## config.mk

```make
export PLATFORM = sky130hd
export DESIGN_NAME = cfpb_ctrl
export DESIGN_NICKNAME = d
export VERILOG_FILES = /design/src/hw/rtl/cfpb_pkg.sv /design/src/hw/rtl/cfpb_ctrl.sv
export SDC_FILE = /design/constraint.sdc
export NUM_CORES = 1
export LEC_CHECK = 0
export ABC_AREA = 1
export BUFFER_PORTS_ARGS = -buffer_cell sky130_fd_sc_hd__buf_2
export CORE_AREA = 3 3 40 42
export DETAILED_ROUTE_END_ITERATION = 16
export DIE_AREA = 0 0 43 45
export SETUP_SLACK_MARGIN = 0.15
export SLEW_MARGIN = 10
export SYNTH_ARGS = -nofsm -noshare
export SYNTH_HDL_FRONTEND = slang
export SYNTH_SLANG_ARGS = --single-unit
export TNS_END_PERCENT = 30
```

## constraint.sdc

```tcl
create_clock -name i_clk -period 1.5 [get_ports i_clk]
set_clock_uncertainty 0.15 [all_clocks]
set_input_delay 0 -clock i_clk [delete_from_list [all_inputs] [get_ports i_clk]]
set_output_delay 0 -clock i_clk [all_outputs]
set_load 0.005 [all_outputs]
```

## src/hw/rtl/cfpb_pkg.sv

```systemverilog
// ----------------------------------------------------------------------------
// cfpb_pkg
// Shared types and constants of the cube face bounds core.
// ----------------------------------------------------------------------------
package cfpb_pkg;
    localparam int MAX_VERTS = 64;
    localparam int AW = (MAX_VERTS > 1) ? $clog2(MAX_VERTS) : 1;
    localparam int CW = $clog2(MAX_VERTS + 1);
    localparam logic signed [32:0] BOUND_INIT = 33'sd655294464;
    localparam logic [47:0] QUOT_SAT = 48'd2147418112;
    localparam logic [2:0] FACE_PX = 3'd0;
    localparam logic [2:0] FACE_NX = 3'd1;
    localparam logic [2:0] FACE_PY = 3'd2;
    localparam logic [2:0] FACE_NY = 3'd3;
    localparam logic [2:0] FACE_PZ = 3'd4;
    localparam logic [2:0] FACE_NZ = 3'd5;

    typedef struct packed {
        logic clear;
        logic store;
        logic accum;
        logic set_ovf;
        logic pick_face;
        logic load_vert;
        logic div_start;
        logic div_sel_t;
        logic upd;
        logic emit;
        logic close;
    } t_cmd;

    typedef struct packed {
        logic div_done;
        logic skip;
        logic full;
        logic last_idx;
        logic empty;
    } t_sts;
endpackage

```

## src/hw/rtl/cfpb_ctrl.sv

```systemverilog
// ----------------------------------------------------------------------------
// cfpb_ctrl
// Sequencer: accepts vertices, then walks stored vertices through the divider.
// ----------------------------------------------------------------------------
module cfpb_ctrl (
    input  logic           i_clk,
    input  logic           i_rst_n,
    input  logic           i_start,
    input  logic           i_last_vertex,
    input  logic           i_clear_first,
    input  cfpb_pkg::t_sts i_sts,
    output cfpb_pkg::t_cmd o_cmd,
    output logic           o_busy,
    output logic           o_done
);
    import cfpb_pkg::*;

    localparam logic [2:0] S_IDLE = 3'd0;
    localparam logic [2:0] S_FACE = 3'd1;
    localparam logic [2:0] S_READ = 3'd2;
    localparam logic [2:0] S_LOAD = 3'd3;
    localparam logic [2:0] S_DIVS = 3'd4;
    localparam logic [2:0] S_DIVT = 3'd5;
    localparam logic [2:0] S_UPD  = 3'd6;
    localparam logic [2:0] S_EMIT = 3'd7;

    logic [2:0] r_st, n_st;
    logic r_go, n_go;

    always_comb begin
        o_cmd = '0;
        n_st = r_st;
        n_go = 1'b0;
        unique case (r_st)
            S_IDLE: if (i_start) begin
                o_cmd.clear = i_clear_first;
                o_cmd.store = !i_sts.full;
                o_cmd.accum = !i_sts.full;
                o_cmd.set_ovf = i_sts.full;
                if (i_last_vertex) n_st = S_FACE;
            end
            S_FACE: begin
                o_cmd.pick_face = 1'b1;
                n_st = i_sts.empty ? S_EMIT : S_READ;
            end
            S_READ: n_st = S_LOAD;
            S_LOAD: begin
                o_cmd.load_vert = 1'b1;
                if (i_sts.skip) n_st = i_sts.last_idx ? S_EMIT : S_READ;
                else begin
                    n_st = S_DIVS;
                    n_go = 1'b1;
                end
            end
            S_DIVS: begin
                o_cmd.div_start = r_go;
                if (i_sts.div_done) begin
                    n_st = S_DIVT;
                    n_go = 1'b1;
                end
            end
            S_DIVT: begin
                o_cmd.div_sel_t = 1'b1;
                o_cmd.div_start = r_go;
                if (i_sts.div_done) n_st = S_UPD;
            end
            S_UPD: begin
                o_cmd.upd = 1'b1;
                n_st = i_sts.last_idx ? S_EMIT : S_READ;
            end
            S_EMIT: begin
                o_cmd.emit = 1'b1;
                o_cmd.close = 1'b1;
                n_st = S_IDLE;
            end
            default: n_st = S_IDLE;
        endcase
    end

    always_ff @(posedge i_clk) begin
        if (!i_rst_n) begin
            r_st <= S_IDLE;
            r_go <= 1'b0;
        end else begin
            r_st <= n_st;
            r_go <= n_go;
        end
    end

    assign o_busy = (r_st != S_IDLE);
    assign o_done = (r_st == S_EMIT);
endmodule

```

==> flow_summary_export.csv <==
group,metric,value,unit
place,place_hpwl,705,um
global_routing,grt_pass1_vias,361,
worst_setup_path,worst_setup_path_startpoint,"r_st[2]$_SDFFE_PN0P_",
power_and_ir_drop,peakVddDrop,0.669,mV
sta,max_slew.worst_pin.slew,0.224,ns
sta,fin_crit_sh,0.859,
final_layout,syn_to_final_growth,57.5,%
clock_tree,clkLatencyLatePin,0.24,ns
clock_tree,tritoncts,"built",
routing,routed_via_density,4.02,
worst_setup_path,cp_cell_sequence,"inv_2, nand2_1, nor3b_2, buf_2",
clock_tree,numClockSinks,4,
floorplan,rows,13,
sta,finalSetupTns,0,ns
place,port_buffers,22,
logic_synthesis,syn_area,327,sq um
sta,grt_setup_unrepaired,"true",
run,drv_cap,0,
global_routing,antenna_found_initial,0,
logic_synthesis,ys_seq_area_frac,0.245,
worst_setup_path,slowest_stage,"dfxtp_1",
worst_setup_path,rr_endpoint,"r_st[0]$_SDFFE_PN0P_",
worst_setup_path,regToRegSetupSlack,0.26,ns
floorplan,die_y,45,um
logic_synthesis,synth-warning-count,0,
place,gp_congestion,0.751,
sta,final_hold_viol_count,0,
routing,routed_wl,863,um
sta,max_slew_margin,0.849,
worst_setup_path,max_stage_delay,0.35,ns
power_and_ir_drop,p_total,0.704,mW
power_and_ir_drop,leakagePower,0.320,nW
hold_path,worstHoldPathType,"primary input to register",
worst_setup_path,worstPathMaxFanout,6,
floorplan,io_pins,23,
worst_setup_path,cp-start-kind,"register",
logic_synthesis,avgSynthCellArea,5.35,sq um
clock_tree,cts_root_buf,"clkbuf_4",
sta,min_period,1.29,ns
run_status,status,"complete, no violations",
logic_synthesis,netlist_instances,61,
clock_tree,htreeDepth,1,
global_routing,busiest_layer,"met2",
floorplan,core,0.00128,sq mm
sta,setup_viol,0,
worst_setup_path,end_kind,"output port",
clock_tree,clk_path_buf_depth,2,
logic_synthesis,syn-num-nets,71,
global_routing,grt_use_met1,0.114,
floorplan,initial_utilization,0.254,
routing,drc,0,
final_layout,nNetsFinal,100,
routing,num_vias,414,
sta,fmax,0.776,GHz
routing,routedWlPerCell,8.38,um
worst_setup_path,worst-r2r-cell-count,7,
worst_setup_path,crit_required,1.35,ns
global_routing,track_usage,0.0983,
global_routing,grt_pass1_wl,1.46,mm
sta,maxSlewViolCount,0,
final_layout,drive_gt1_frac,0.352,
global_routing,gr-usage-met2,0.165,
worst_setup_path,reg2reg_from,"r_st[2]$_SDFFE_PN0P_",
routing,firstDrtPassIters,3,
worst_setup_path,crit_cells,4,
worst_setup_path,path_delay_family,"flip-flops",
final_layout,diodes,0,
logic_synthesis,ys_seq_elements,4,
worst_setup_path,critPathCapture,"o_cmd[8]",
global_routing,use_met3,0.0398,
worst_setup_path,crit_type,"register to output port",
floorplan,die_x,43,um
worst_setup_path,crit_arrival,1.14,ns
worst_setup_path,path_buf_inv,2,
routing,drtIter0Drc,8,
global_routing,grt_overflow_total,0,
floorplan,die_area,0.00194,sq mm
clock_tree,cts_buffers,3,
logic_synthesis,ys_types,12,
routing,ant_nets,0,
global_routing,grt_max_degree,8,
clock_tree,path_clk_slew,0.04,ns
power_and_ir_drop,p_per_area,1370,mW/mm^2
## where the power goes
group	switching, mW	total (mW)	leakage [nW]	internal (mW)
sequential	0.0494	0.193	0.0332	0.144
combinational	0.210	0.375	0.273	0.165
clock	0.0457	0.135	0.0138	0.0896
total	0.305	0.704	0.320	0.399
## synth_stat cells (all sizes together)
cell type  number  area, sq um
nor3b           1         7.51
buf             3         22.5
nor2           11         41.3
o21ai           1         5.00
inv            16         60.1
nand3           5         25.0
nor3            1         5.00
dfxtp           4         80.1
nor4            1         6.26
nand2          13         48.8
a21oi           5         25.0
## worst min-delay path by stage
| stage | from | end | slack [ns] | depth (start not counted) |
|---|---|---|---|---|
| after floorplan | i_sts[2] | o_cmd[8] | -0.11 | 1 |
| after global placement | i_sts[2] | o_cmd[9] | 0.1 | 3 |
| after detailed placement | i_sts[2] | o_cmd[8] | 0.10 | 3 |
| after CTS | i_last_vertex | r_st[1]$_SDFFE_PN0P_ | 0.03 | 5 |
| after global routing | i_last_vertex | r_st[1]$_SDFFE_PN0P_ | 0.07 | 5 |
| final | i_last_vertex | r_st[1]$_SDFFE_PN0P_ | 0.02 | 5 |
## cells in the final DEF, fill, tap and decap left out
master         instances
buf_2                 22
inv_1                 15
nand2_1               13
nor2_1                 9
nand3_1                5
a21oi_1                5
dlygate4sd3_1          4
clkbuf_4               3
dfxtp_1                3
nor2_2                 2
inv_2                  1
nor3_1                 1
nor3b_2                1
o21ai_0                1
nor4_1                 1
dfxtp_2                1
buf_4                  1
## per-stage QoR
stage | utilization | hold slack [ns] | cells | area [sq um] | setup slack [ns]
after detailed placement | 0.337 | 0.102 | 95 | 433 | 0.264
after CTS | 0.397 | 0.0258 | 103 | 510 | 0.196
after global routing | 0.400 | 0.0695 | 103 | 514 | 0.110
after floorplan | - | -0.109 | 61 | 327 | 0.232
final | 0.400 | 0.0231 | 103 | 514 | 0.211
after global placement | 0.337 | 0.0965 | 95 | 433 | 0.238
## logic make-up after synthesis
logic type	synth area share
DFF	0.245
and+or+nand+nor	0.410
buffers and inverters	0.253
AOI/OAI and AO/OA	0.0919
## sequential cells by signal (all words and copies together), names as in the netlist
name and cells:
r_st 3, r_go 1
## routing by layer
metal,up-vias,part of all wire
li1,235,-
met1,172,0.43
met2,7,0.53
met3,0,0.039
met4,0,0
met5,-,0
## area by class of cell
type,instances,area [sq um]
well taps,15,18.8
multi-input cells,38,174
fillers,147,771
inverters,16,60.1
repair buffers,27,158
clock buffers,3,22.5
flip-flops and latches,4,81.3
## worst reg2reg max path, cell delays in order, from the launching register on
cell,delay [ns]
dfxtp_1,0.42
inv_2,0.10
nor2_1,0.12
nand2_1,0.06
nand2_1,0.11
a21oi_1,0.07
nand2_1,0.07
inv_1,0.04
## repair_timing
action / in CTS / in global routing
endpoints found under the hold margin: 4 / 0
gates resized for setup: 2 / 2
endpoints found under the setup margin: 2 / 9
pin swaps: 1 / 0
hold buffers: 4 / 0
cloned: 0 / 0
buffers inserted: 1 / 0
Power figures use the tool's default switching activity.
